==> config.mk <==
export PLATFORM = sky130hd
export DESIGN_NAME = fmbq_cell
export DESIGN_NICKNAME = d
export VERILOG_FILES = /design/src/rtl/fmbq_pkg.sv /design/src/rtl/fmbq_cell.sv
export SDC_FILE = /design/constraint.sdc
export NUM_CORES = 1
export LEC_CHECK = 0
export CAP_MARGIN = 10
export CORE_UTILIZATION = 25
export DETAILED_ROUTE_END_ITERATION = 12
export DONT_BUFFER_PORTS = 1
export GPL_TIMING_DRIVEN = 0
export PLACE_DENSITY = 0.35
export SLEW_MARGIN = 40
export SYNTH_ARGS = -nofsm -noshare
export SYNTH_HDL_FRONTEND = slang
export SYNTH_SLANG_ARGS = --single-unit
==> constraint.sdc <==
create_clock -name clk -period 8 [get_ports clk]
set_clock_uncertainty 0.15 [all_clocks]
set_input_delay 1.6 -clock clk [delete_from_list [all_inputs] [get_ports clk]]
set_output_delay 1.6 -clock clk [all_outputs]
set_load 0.02 [all_outputs]
==> src/rtl/fmbq_pkg.sv <==
`timescale 1ns / 1ps

package fmbq_pkg;

	localparam int CAPACITY    = 64;
	localparam int VALUE_WIDTH = 32;

	localparam int IDX_W    = $clog2(CAPACITY);
	localparam int CNT_W    = $clog2(CAPACITY + 1);
	localparam int ACTION_W = 3;
	localparam int DATA_W   = 32;
	localparam int STATUS_W = 2;
	localparam int OCC_W    = 7;

	typedef enum logic [ACTION_W-1:0] {
		ACT_PUSH_FRONT  = 3'd0,
		ACT_PUSH_MIDDLE = 3'd1,
		ACT_PUSH_BACK   = 3'd2,
		ACT_POP_FRONT   = 3'd3,
		ACT_POP_MIDDLE  = 3'd4,
		ACT_POP_BACK    = 3'd5
	} action_t;

	typedef enum logic [STATUS_W-1:0] {
		ST_DONE  = 2'd0,
		ST_EMPTY = 2'd1,
		ST_FULL  = 2'd2
	} status_t;

	localparam logic signed [DATA_W-1:0] EMPTY_VALUE = -1;

	// Broadcast to every cell: shift right from pos on insert, left from pos on remove.
	typedef struct packed {
		logic                   ins;
		logic                   rem;
		logic [IDX_W-1:0]       pos;
		logic [VALUE_WIDTH-1:0] val;
	} shift_cmd_t;

	typedef struct packed {
		logic signed [DATA_W-1:0] pop_value;
		logic [STATUS_W-1:0]      status;
		logic [OCC_W-1:0]         occupancy;
	} result_t;

endpackage

==> src/rtl/fmbq_cell.sv <==
`timescale 1ns / 1ps

module fmbq_cell (
	input  logic                             clk,
	input  logic [fmbq_pkg::IDX_W-1:0]       idx,
	input  fmbq_pkg::shift_cmd_t             cmd,
	input  logic [fmbq_pkg::VALUE_WIDTH-1:0] left_value,
	input  logic [fmbq_pkg::VALUE_WIDTH-1:0] right_value,
	output logic [fmbq_pkg::VALUE_WIDTH-1:0] value,
	output logic [fmbq_pkg::VALUE_WIDTH-1:0] rd_value
);
	import fmbq_pkg::*;

	logic [VALUE_WIDTH-1:0] value_q;
	logic                   at_pos;
	logic                   past_pos;

	assign at_pos   = (idx == cmd.pos);
	assign past_pos = (idx > cmd.pos);

	always_ff @(posedge clk) begin
		if (cmd.ins) begin
			if (at_pos) begin
				value_q <= cmd.val;
			end else if (past_pos) begin
				value_q <= left_value;
			end
		end else if (cmd.rem) begin
			if (at_pos || past_pos) begin
				value_q <= right_value;
			end
		end
	end

	assign value    = value_q;
	assign rd_value = at_pos ? value_q : '0;
endmodule

Word level (Yosys, flattened, before mapping) --
Index checks and enable logic that the tools add are counted.
Storage, ports and cells: word-level logic and storage cells 14, output and inout port bits 64, register bits 32
Cells by class: $lt $le $gt $ge 1, mux-type cells 6, reductions and logical operators 4, eq/ne operators 2
Operators with widths (number):
- two-way mux 32 bit | 6
- == test 6 bit | 1
- > comparator 6 bit | 1
- nonzero test 2 bit | 2
- inequality test 3 x 1 -> 1 bit (second input constant) | 1
- AND reduction 3 bit | 1
- logical OR 1 bit | 1

Longest topological paths before layout --
depth in word-level cells 5, depth in mapped cells 7

Worst setup path after synthesis --
OpenSTA, ideal clock, no wires.
path kind input -> register, start point in cmd[37] in the netlist's numbering, end point reg value_q[0], in the netlist value[0], enable pin, data arrival time 4.171 ns, cell stages on the path 6, slack 3.239 ns, path buffers 1, required time 7.410 ns, cells stage by stage inv_1 -> ha_1 -> and4_1 -> buf_6 -> o21ai_0 -> a41oi_1
On the way: word-level cells in the longest chain between the ends 4, elaborated cells on any way between the ends 6, those cells by class order compare (1); eq/ne (2); reduce/logical (3)
RTL lines:
- start, declared | line fmbq_cell.sv:6 | input fmbq_pkg::shift_cmd_t cmd,
- > comparator 6 bit or == test 6 bit (tied branches) | line fmbq_cell.sv:19, fmbq_cell.sv:18
- logical OR 1 bit | line fmbq_cell.sv:29 | if (at_pos || past_pos) begin
- nonzero test 2 bit (no line)
- AND reduction 3 bit (no line) (*)
- end signal, assigned | line fmbq_cell.sv:24 | value_q <= cmd.val;
- end signal, assigned | line fmbq_cell.sv:26 | value_q <= left_value;
- end signal, assigned | line fmbq_cell.sv:30 | value_q <= right_value;
- end, declared | line fmbq_cell.sv:14 | logic [VALUE_WIDTH-1:0] value_q;
Every way passes the cells marked *; elsewhere a longest branch is shown, timed or not. A chain may end at the register's enable or synchronous reset.

Final worst setup path --
start point in cmd[37] in the netlist's numbering, end point out rd_value[12] in the netlist's numbering
On the way: word-level cells in the longest chain between the ends 2
RTL lines:
- == test 6 bit | line fmbq_cell.sv:18 | assign at_pos = (idx == cmd.pos);
- two-way mux 32 bit | line fmbq_cell.sv:36 | assign rd_value = at_pos ? value_q : '0;
- end, declared | line fmbq_cell.sv:10 | output logic [fmbq_pkg::VALUE_WIDTH-1:0] rd_value
Every way passes these cells.

==> out/results.txt <==
final global-route overflow total: 0
status: complete, no violations
RSZ-0062 raised after global routing: false
Top-Level Pins: 175
Critical Path Start: cmd[37]
Vias: 1954
final critical delay including setup and external delays: 4.81 ns
Pins Over Slew Limit: 0
first-iteration detailed-routing DRC count: 81
share of flip-flops with an asynchronous set or reset: 0
vias in the first global route: 2092
relative contribution of sequential cells to total power: 0.560
P&R area growth vs syn: 11.7%
Final period util: 0.602
initial antenna violation count: 1
die width: 96.9 um
termination of the worst setup path: rd_value[12]
hold path start: right_value[21]
buffer depth of the longest clock path: 2
cell area after synthesis: 0.00225 mm2
main area contributors after synthesis: edfxtp_1 (43%), nand4_1 (9.2%), a31oi_1 (8.9%)
maximum achievable frequency: 0.208 GHz
area leader, netlist: edfxtp_1
placed wire-length estimate after detailed placement: 5.56 mm
quantity of gates resized following cts: 0
Row Count: 34
number of nets still failing antenna checks after routing: 0
leakage component of the power: 0.834 nW
switching power: 0.164 mW
unique cell type count in the Yosys netlist: 24
sequential cell area fraction in the yosys report: 0.426
vias per inst: 5.40
data required time at the worst endpoint: 6.25 ns
Cell Pwr Density: 189 mW/mm2
IO buf count: 0
flip-flop count of the largest register after layout: 32
wire length of the first global-routing pass: 11.3 mm
largest net degree at the start of global routing: 15
worst slew pin tran: 0.556 ns
sequence of cells on the critical path: inv_1 > ha_1 > nand4_1 > nor2_2 > clkbuf_2 > and2_1
maximum capacitance violations: 0
H-tree depth: 2
relative contribution of the clock network to total power: 0.256
Die Y-Extent: 96.9 um
placer congestion estimate: 0.712
fraction of post-synthesis cell area in the top cell type by area: 0.426
share of total power in combinational logic: 0.184
most frequent cells after synthesis: nand4_1 (33), nor2_1 (33), a31oi_1 (32), and2_1 (32), edfxtp_1 (32)
detailed-routing iteration count for the pre-antenna-repair pass: 4
final hold viol count: 0
antenna cell count: 0
number of nets in the layout: 370
#FFs+latches synth: 32
ratio of cells with drive above 1 in the final layout: 0.114
Avg WL per Cell: 19.9 um
post-CTS repair timing setup buffer count: 0
worst hold stages: 2
CTS Hold Bufs: 0
primary flip-flop cell chosen by synthesis mapping: edfxtp_1
number of cells produced by synthesis: 244
Worst Hold Class: input port to flip-flop
Critical Path Fanout Max: 10
number of nets produced by synthesis: 361
arrival time worst endpoint: 3.06 ns
total negative setup slack: 0 ns
total clock buffers created by CTS: 5
critical path type: input port to output pin
max incr delay on CP: 0.31 ns
filler cell count: 931
Root Buffer: clkbuf_8
worst ir drop on vdd: 54.4 uV
Finished Layout Cells: 362
normalized max-slew margin: 0.629
Critical Path Slowest Stage Cell: ha_1
clock sink total: 32
critical path startpoint category: input port
average cell area after synthesis: 9.24 um2
final core utilization: 0.289
setup violation total in the final timing report: 0
count of yosys warnings during synthesis: 0
drt drc: 0
initial core utilization: 0.258
clock transition at the register clock pins on the worst setup and hold paths after CTS: 0.07 ns
overall track demand over capacity in global routing: 0.156
clock tree from TritonCTS: done
number of cells after detailed placement: 354
type of destination of the critical path: output pin
cell internal power dissipation: 0.310 mW
number of flops mapped to enable cells by yosys: 32
total wire length after detailed routing: 7.20 mm
die footprint: 0.00940 mm2
switching portion of total power: 0.346
core area: 0.00872 mm2
-- power groups by stage --
stage | sequential, mW | clock [mW] | combinational, mW
after floorplan | 0.266 | 0 | 0.0638
after global placement | 0.273 | 0 | 0.0847
after detailed placement | 0.271 | 0 | 0.0892
after CTS | 0.267 | 0.128 | 0.0892
after global routing | 0.268 | 0.135 | 0.0983
final | 0.266 | 0.122 | 0.0872
-- final cells by class --
type | count | area, um2 | area share
plain buffers | 28 | 235 | 0.0935
clock buffers | 5 | 68.8 | 0.0273
clock inverters | 3 | 13.8 | 0.00547
inverters | 6 | 22.5 | 0.00895
multi-input cells | 178 | 1050 | 0.419
flip-flops and latches | 32 | 961 | 0.382
well taps | 108 | 135 | 0.0537
repair buffers | 2 | 26.3 | 0.0104
-- layer usage --
layer / global-route usage / vias to the layer above / wire length, um
met5: 0 / - / 13
met4: 0.0608 / 2 / 148
met3: 0.0419 / 10 / 450
met2: 0.257 / 111 / 3450
met1: 0.193 / 903 / 3140
li1: - / 928 / -
-- worst max-delay path: cells and delay by family --
| kind | cells | cell delay, ns |
|---|---|---|
| fa+ha+maj | 1 | 0.31 |
| simple gates | 3 | 0.87 |
| buf+inv | 2 | 0.28 |
-- how the worst min path moves through the flow --
stage | end | slack [ns]
2_1_floorplan | value[10]$_DFFE_PP_ | 1.70
3_3_place_gp | value[21]$_DFFE_PP_ | 1.71
3_5_place_dp | value[21]$_DFFE_PP_ | 1.71
4_1_cts | value[17]$_DFFE_PP_ | 1.41
5_1_grt | value[11]$_DFFE_PP_ | 1.41
6_report | value[21]$_DFFE_PP_ | 1.42
-- metrics by stage --
step | power, mW | worst slack (ns) | instance area (um2) | hold WS, ns
floorplan | 0.329 | 3.24 | 2250 | 1.70
global placement | 0.358 | 2.16 | 2390 | 1.71
detailed placement | 0.360 | 3.13 | 2430 | 1.71
CTS | 0.484 | 3.12 | 2520 | 1.41
global route | 0.502 | 3.02 | 2520 | 1.41
finish | 0.475 | 3.19 | 2520 | 1.42
-- layout by cell type (no fill, tap or decap), drive strengths merged, types with 2 or more instances in the layout --
master  synthesis  routed
and2           32      32
clkinv          0       3
a31oi          32      32
nand4          33      33
ha              6       6
edfxtp         32      32
inv             6       6
nor2           34      34
o21ai          33      33
clkbuf         17      22
buf            11      13
nand3           2       2
-- logic make-up after synthesis --
kind of cell	Yosys count	share of synthesized area
AO/OA/AOI/OAI	68	0.172
adder cells (fa/ha/maj)	6	0.0333
buffers and inverters	34	0.114
flip-flops	32	0.426
AND/OR/NAND/NOR	104	0.254
Note: power is estimated with default switching activity, not from simulation.
