[src/rtl/fmbq_pkg.sv]
`timescale 1ns / 1ps

package fmbq_pkg;

	localparam int CAPACITY    = 64;
	localparam int VALUE_WIDTH = 32;

	localparam int IDX_W    = $clog2(CAPACITY);
	localparam int CNT_W    = $clog2(CAPACITY + 1);
	localparam int ACTION_W = 3;
	localparam int DATA_W   = 32;
	localparam int STATUS_W = 2;
	localparam int OCC_W    = 7;

	typedef enum logic [ACTION_W-1:0] {
		ACT_PUSH_FRONT  = 3'd0,
		ACT_PUSH_MIDDLE = 3'd1,
		ACT_PUSH_BACK   = 3'd2,
		ACT_POP_FRONT   = 3'd3,
		ACT_POP_MIDDLE  = 3'd4,
		ACT_POP_BACK    = 3'd5
	} action_t;

	typedef enum logic [STATUS_W-1:0] {
		ST_DONE  = 2'd0,
		ST_EMPTY = 2'd1,
		ST_FULL  = 2'd2
	} status_t;

	localparam logic signed [DATA_W-1:0] EMPTY_VALUE = -1;

	// Broadcast to every cell: shift right from pos on insert, left from pos on remove.
	typedef struct packed {
		logic                   ins;
		logic                   rem;
		logic [IDX_W-1:0]       pos;
		logic [VALUE_WIDTH-1:0] val;
	} shift_cmd_t;

	typedef struct packed {
		logic signed [DATA_W-1:0] pop_value;
		logic [STATUS_W-1:0]      status;
		logic [OCC_W-1:0]         occupancy;
	} result_t;

endpackage

[src/rtl/fmbq_ctrl.sv]
`timescale 1ns / 1ps

module fmbq_ctrl (
	input  logic                             clk,
	input  logic                             arst_n,
	input  logic                             fire,
	input  logic [fmbq_pkg::ACTION_W-1:0]    action,
	input  logic signed [fmbq_pkg::DATA_W-1:0] push_value,
	input  logic [fmbq_pkg::VALUE_WIDTH-1:0] rd_value,
	output fmbq_pkg::shift_cmd_t             cmd,
	output fmbq_pkg::result_t                result
);
	import fmbq_pkg::*;

	logic [CNT_W-1:0]  count_q;
	logic [CNT_W-1:0]  count_d;
	logic              full;
	logic              empty;
	logic              is_push;
	logic              is_pop;
	logic [CNT_W-1:0]  pos_wide;
	logic [CNT_W-1:0]  last;

	assign full  = (count_q == CNT_W'(CAPACITY));
	assign empty = (count_q == '0);
	assign last  = empty ? '0 : count_q - CNT_W'(1);

	always_comb begin
		is_push  = 1'b0;
		is_pop   = 1'b0;
		pos_wide = '0;
		case (action)
			ACT_PUSH_FRONT: begin
				is_push = 1'b1;
			end
			ACT_PUSH_MIDDLE: begin
				is_push  = 1'b1;
				pos_wide = count_q >> 1;
			end
			ACT_PUSH_BACK: begin
				is_push  = 1'b1;
				pos_wide = count_q;
			end
			ACT_POP_FRONT: begin
				is_pop = 1'b1;
			end
			ACT_POP_MIDDLE: begin
				is_pop   = 1'b1;
				pos_wide = last >> 1;
			end
			ACT_POP_BACK: begin
				is_pop   = 1'b1;
				pos_wide = last;
			end
			default: begin
			end
		endcase
	end

	// A back push only reaches pos == CAPACITY when full, and then nothing moves.
	assign cmd.pos = pos_wide[IDX_W-1:0];
	assign cmd.ins = fire && is_push && !full;
	assign cmd.rem = fire && is_pop && !empty;
	assign cmd.val = VALUE_WIDTH'(push_value);

	always_comb begin
		count_d = count_q;
		if (cmd.ins) begin
			count_d = count_q + CNT_W'(1);
		end else if (cmd.rem) begin
			count_d = count_q - CNT_W'(1);
		end
	end

	always_ff @(posedge clk or negedge arst_n) begin
		if (!arst_n) begin
			count_q <= '0;
		end else begin
			count_q <= count_d;
		end
	end

	always_comb begin
		result.pop_value = '0;
		result.status    = ST_DONE;
		result.occupancy = OCC_W'(count_d);
		if (is_push && full) begin
			result.status = ST_FULL;
		end else if (is_pop && empty) begin
			result.status    = ST_EMPTY;
			result.pop_value = EMPTY_VALUE;
		end else if (is_pop) begin
			result.pop_value = DATA_W'($signed(rd_value));
		end
	end
endmodule

[config.mk]
export PLATFORM = sky130hd
export DESIGN_NAME = fmbq_ctrl
export DESIGN_NICKNAME = d
export VERILOG_FILES = /design/src/rtl/fmbq_pkg.sv /design/src/rtl/fmbq_ctrl.sv
export SDC_FILE = /design/constraint.sdc
export NUM_CORES = 1
export LEC_CHECK = 0
export ABC_AREA = 0
export BUFFER_PORTS_ARGS = -buffer_cell sky130_fd_sc_hd__buf_4
export CAP_MARGIN = 20
export CELL_PAD_IN_SITES_DETAIL_PLACEMENT = 1
export CELL_PAD_IN_SITES_GLOBAL_PLACEMENT = 1
export CORE_UTILIZATION = 22
export DETAILED_ROUTE_END_ITERATION = 7
export MAX_ROUTING_LAYER = met4
export PLACE_DENSITY_LB_ADDON = 0.1
export SYNTH_ARGS = -nofsm -noshare
export SYNTH_HDL_FRONTEND = slang
export SYNTH_SLANG_ARGS = --single-unit
export TNS_END_PERCENT = 30
[constraint.sdc]
create_clock -name clk -period 2.7 [get_ports clk]
set_clock_uncertainty 0.05 [all_clocks]
set_input_delay 0.135 -clock clk [delete_from_list [all_inputs] [get_ports clk]]
set_output_delay 0.135 -clock clk [all_outputs]
set_load 0.02 [all_outputs]
**Word-level counts from Yosys, hierarchy flattened**

Index checks and enable logic that the tools add are counted.
Widths: inputs -> output; s select.

- $add $sub $neg: 2
- Reduce and logical (&&, ||, !) cells: 12
- Equal/unequal tests: 6
- Multiplexer cells: 11

Operators by type and width:

| cell | number |
|---|---|
| $mux 32 | 3 |
| $pmux 6 s4 | 1 |
| $mux 7 | 3 |
| $add 7x1->7 const B | 1 |
| $eq 7x7->1 const B | 1 |
| $logic_not 7->1 | 1 |
| $sub 7x1->7 const B | 1 |
| $eq 3x2->1 const B | 2 |
| $eq 3x3->1 const B | 2 |
| $logic_and 1x1->1 | 6 |
| $reduce_or 3->1 | 2 |
| $eq 3x1->1 const B | 1 |
| $logic_not 3->1 | 1 |
| $mux 1 | 3 |
| $logic_not 1->1 | 2 |
| $mux 2 | 1 |

- Bits of input ports: 70
- Register bits: 7
- Output and inout bits: 81
- Word-level logic and storage cells: 32

**Logic depth before layout (Yosys ltp)**

Gate-level depths: netlist of the first run.

- Word-level depth: 7
- Mapped depth: 7
- Mapped depth without buffers: 6

**Worst setup path after synthesis of the first run**

No wires, ideal clock.

- Path kind: register to register
- Start point: register count_q[0]
- End point: register count_q[5]
- Buffers on the path: 0
- Clock period less this slack: 2.683 ns
- Cell stages (with the launch flop): 7
- Required time: 2.456 ns
- Arrival: 2.439 ns
- Setup time: 0.194 ns
- Slack: 0.017 ns
- Path through: dfrtp_1 inv_1 ha_1 nor4b_1 a211oi_1 nand2_1 a221oi_1

RTL lines:

| item | line | text |
|---|---|---|
| from (decl) | fmbq_ctrl.sv:15 | `logic [CNT_W-1:0] count_q;` |
| from (signal assigned) | fmbq_ctrl.sv:79 | `count_q <= count_d;` |

==> flow_summary.ini, run 1 <==
[route]
routedWlPerCell_um = 16.61
vias = 1511
vias_per_cell = 4.890
ant_nets = 0
drtPass1Iterations = 4
drt_wl_total_um = 5134
drcViolationCount = 0
drt_first_iter_violations = 46

[clock_tree]
cts_buffers = 3
clk_pin_slew_worst_paths_ps = 40
cts_tree = done
post-cts-setup-buffers = 0
cts-htree-levels = 1
clock_sink_count = 7
insertion_delay_ps = 220
cts_buffer_depth = 2
root_buffer = clkbuf_8

[final_layout]
largest_reg_flops = 7
final_cell_mix = buf_4 (95), o21a_1 (32), nor2_1 (8)
syn2layout_area_growth_pct = 42.87
drive_gt1_share_pct = 47.01
largest-register = count_q
final_common_cell = buf_4
top_regs = count_q x7
fin_nets = 308
antenna_cells = 0

[power_and_ir_drop]
leakage_uw = 0.0009026
ir_worst_vdd_v = 0.0004297
pwr_density_cell_nw_per_um2 = 728.6

[grt]
grt_antenna_before_repair = 0
grt.overflow.total = 0
grt_use_total_pct = 15.17
grt_pass1_wl_um = 7479
grt_pass1_vias = 1407
grt_max_degree = 36

[critical_path]
crit_family = simple AND/OR/NAND/NOR gates
critPathLaunchType = register
cp.required_ps = 2520
worstPathMaxFanout = 7
crit_path_cell_trace = inv_2, ha_1, or4b_4, or3_4, and3_4, a221o_1, buf_4
rrSetupSlack_ps = 580
worstRegToRegCells = 6
critical_path.slowest_cell = or4b_4
critPathCaptureType = output port
arrival_ps = 2430
path_buf_inv = 2
critPathKind = reg2out
cp.depth = 7
cpPeakStageDelay_ps = 500

[sta]
drv_slew = 0
period_needed_ps = 2618
hold_violations = 0
max_freq_mhz = 382.0
slew_headroom_pct = 67.18
worst_pin_slew_ps = 491.3
finalSetupViolations = 0
rsz0062_at_grt = no
fin_tns_setup_ps = 0
setup_ws_ps = 82.13
post-route-period-util_pct = 96.96

[logic_synthesis]
syn_inst = 182
yosysTopAreaCellShare_pct = 17.55
yosysSeqAreaShare_pct = 12.80
netlist_top_cells_area = buf_4 (18%), o21a_1 (18%), dfrtp_1 (13%)
synth_top_cell_by_area = buf_4
async_flop_share_pct = 100.0
postSynthAreaPerCell_um2 = 7.521
synth_edf_count = 0
ys_types = 49
syn_nets = 255
synth_area_um2 = 1369
ys.flop_type = dfrtp_1
synth.ff_latch_count = 7
ys_warn_count = 0

[floorplanning]
dieArea_um2 = 6542
num_rows = 28
start_util_pct = 22.98
die_width_um = 80.88
ioPinCount = 151
core-area_um2 = 5956
fp.dieH_um = 80.88

[placed_design]
dp_hpwl_um = 4027
portBuffers = 86
gp_congestion = 0.7862
dpl_worst_slack_ps = 204.1

[run]
maxCapViolations = 0

[run_status]
status = finished clean

[hold_path]
hold_class = in2async
==> report_power, final <==
part           internal (µW)  switching [µW]
Combinational            459             605
Clock                    102            45.3
Sequential               157            55.6
Total                    719             706
==> path summary, 6_finish.rpt <==
check,from,end
setup / recovery,count_q[0],cmd[37]
hold reg to reg,count_q[0],count_q[0]
max in group asynchronous,arst_n,count_q[0]
hold / removal,arst_n,count_q[5]
min in group clk,push_value[10],cmd[10]
setup reg to reg,count_q[0],count_q[6]
==> worst register-to-register path, stage by stage, from the launching register on <==
cell and delay (ps):
dfrtp_1 390, inv_2 90, ha_1 170, or4b_4 500, or3_4 400, o21ai_0 180, a21boi_0 190
==> cell usage after synthesis (4+ instances only) <==
cell / n
buf_4: 32
a22oi_1: 5
o21a_1: 32
xnor2_1: 4
nor2_1: 8
nor3_1: 5
inv_1: 5
o21ai_0: 6
clkbuf_1: 11
nand2_1: 6
dfrtp_1: 7
==> cells by family (layout without fill, tap and decap cells) <==
logic type | Yosys count | count (layout) | synth area share, %
mux | 2 | 2 | 1.463
flops | 7 | 7 | 12.80
compound gates | 67 | 67 | 36.38
fa+ha+maj | 3 | 3 | 2.743
xor+xnor | 6 | 6 | 3.839
simple gates | 43 | 43 | 18.28
buf+inv | 54 | 106 | 24.50
==> through the flow <==
stage	hold WS (ps)	instance area (µm²)	util [%]	total power [µW]	cells
after detailed placement	-94.40	1888	31.70	1266	304
after CTS	209.3	1948	32.71	1425	309
after floorplan	-210.6	1369	-	901.0	182
after global routing	220.0	1956	32.84	1534	309
after global placement	-93.87	1888	31.70	1276	304
final	216.2	1956	32.84	1425	309
==> routing by layer <==
layer	routed length [µm]	GRT usage [%]
met2	2443	24.03
met4	212	7.500
met5	0	-
met1	2229	19.08
met3	249	1.573
==> final cells by class <==
cell class,count,area (µm²)
Multi-Input combinational cell,121,879.6
Sequential cell,7,175.2
Tap cell,75,93.84
Inverter,5,18.77
Timing Repair Buffer,97,743.2
Clock buffer,4,45.04
Fill cell,746,4000
==> timing repair <==
item                                   CTS  global route
hold buffers                             1             0
endpoints found under the hold margin    7             0
setup endpoints to repair                1             4
resized for setup                        1             4
gates cloned                             0             0
No activity file was read; power rests on OpenSTA's default activity.
==> inputs of run 2 (changes only) <==
Settings changed: CELL_PAD_IN_SITES_GLOBAL_PLACEMENT 1 to 2, CORE_UTILIZATION 22 to 15.
==> flow_summary.ini, run 2 (synthesis results as in run 1) <==
[run_status]
status = finished clean

[floorplanning]
die_width_um = 97.53
core-area_um2 = 8763
fp.dieH_um = 97.53
ioPinCount = 151
start_util_pct = 15.62
num_rows = 34
dieArea_um2 = 9511

[final_layout]
syn2layout_area_growth_pct = 46.16
fin_nets = 310
drive_gt1_share_pct = 47.46
antenna_cells = 0
n_fill_cell = 1077
final_cell_mix = buf_4 (98), o21a_1 (32), nor2_1 (8)
top_regs = count_q x7
largest-register = count_q
largest_reg_flops = 7
final_common_cell = buf_4

[placed_design]
dp_hpwl_um = 4470
gp_congestion = 0.7062
dpl_worst_slack_ps = 192.0
portBuffers = 86

[clock_tree]
cts_buffer_depth = 2
root_buffer = clkbuf_8
clk_pin_slew_worst_paths_ps = 40
cts_buffers = 3
clock_sink_count = 7
cts_tree = done
cts-htree-levels = 1
insertion_delay_ps = 230

[power_and_ir_drop]
leakage_uw = 0.0009123
pwr_density_cell_nw_per_um2 = 713.5
ir_worst_vdd_v = 0.0001719

[critical_path]
r2r_end = count_q[2]
cp.required_ps = 2520
critPathLaunchType = register
worstPathMaxFanout = 7
r2r-start = count_q[0]
rrSetupSlack_ps = 570
arrival_ps = 2450
critPathCaptureType = output port
worstRegToRegCells = 6
critPathKind = reg2out

[grt]
grt_max_degree = 34
grt.overflow.total = 0
grt_pass1_wl_um = 8569
grt_pass1_vias = 1604
grt_use_total_pct = 11.39
grt_antenna_before_repair = 0

[route]
drtPass1Iterations = 3
vias_per_cell = 4.407
ant_nets = 0
drt_first_iter_violations = 33
drt_wl_total_um = 5488
drcViolationCount = 0
vias = 1516
routedWlPerCell_um = 15.95

[sta]
post-route-period-util_pct = 97.42
fin_tns_setup_ps = 0
hold_violations = 0
rsz0062_at_grt = yes
period_needed_ps = 2630
slew_headroom_pct = 66.12
drv_slew = 0
worst_pin_slew_ps = 507.2
max_freq_mhz = 380.2
setup_ws_ps = 69.65
finalSetupViolations = 0

[hold_path]
hold_class = in2async

[run]
maxCapViolations = 0
## run 2: power breakdown
part           internal (µW)  switching, µW
combinational            458            591
sequential               157           66.3
clock                    103           51.5
total                    718            709
## run 2: final cells by class
class | count | area (µm²) | area share, %
multi-input cells | 121 | 880.8 | 44.03
repair buffers | 99 | 745.7 | 37.27
flip-flops and latches | 7 | 175.2 | 8.755
well taps | 108 | 135.1 | 6.754
clock buffers | 4 | 45.04 | 2.251
inverters | 5 | 18.77 | 0.9381
## run 2: repair_timing
action                                  4_1_cts  5_1_grt
setup buffers                                 0        0
endpoints found under the setup margin        2       29
hold buffers                                  1        0
pin swaps                                     0        0
hold endpoints to repair                      7        0
gates resized for setup                       1        4
cloned                                        0        0
## run 2: critical path, stage by stage, from the launching register on
cell	delay, ps
dfrtp_1	380
inv_2	90
ha_2	180
or4b_4	500
or3_4	400
and3_4	190
a221o_1	310
buf_4	160
## run 2: worst max path at each step
stage	start	to	slack, ps
5_1_grt	count_q[0]	cmd[37]	-30
3_5_place_dp	count_q[0]	cmd[37]	190
2_1_floorplan	count_q[0]	count_q[5]	20
3_3_place_gp	count_q[0]	cmd[37]	220
4_1_cts	count_q[0]	result[26]	10
6_report	count_q[0]	cmd[37]	70
## run 2: per-layer routing
metal	vias up	track usage, %	share of wire (%)
met5	-	-	0
met4	0	2.602	1.1
met3	10	3.597	8.7
met2	80	18.50	48
met1	688	13.74	43
li1	738	-	-
## run 2: stage by stage
stage               util, %  instance area [µm²]  power (µW)  hold WS (ps)  instances
CTS                   22.73                 1992        1443         210.7        344
floorplan                 -                 1369       901.0        -210.6        182
global route          22.83                 2001        1550         216.7        344
detailed placement    22.04                 1932        1276        -88.23        339
finish                22.83                 2001        1427         207.4        344
global placement      22.04                 1932        1295        -87.13        339
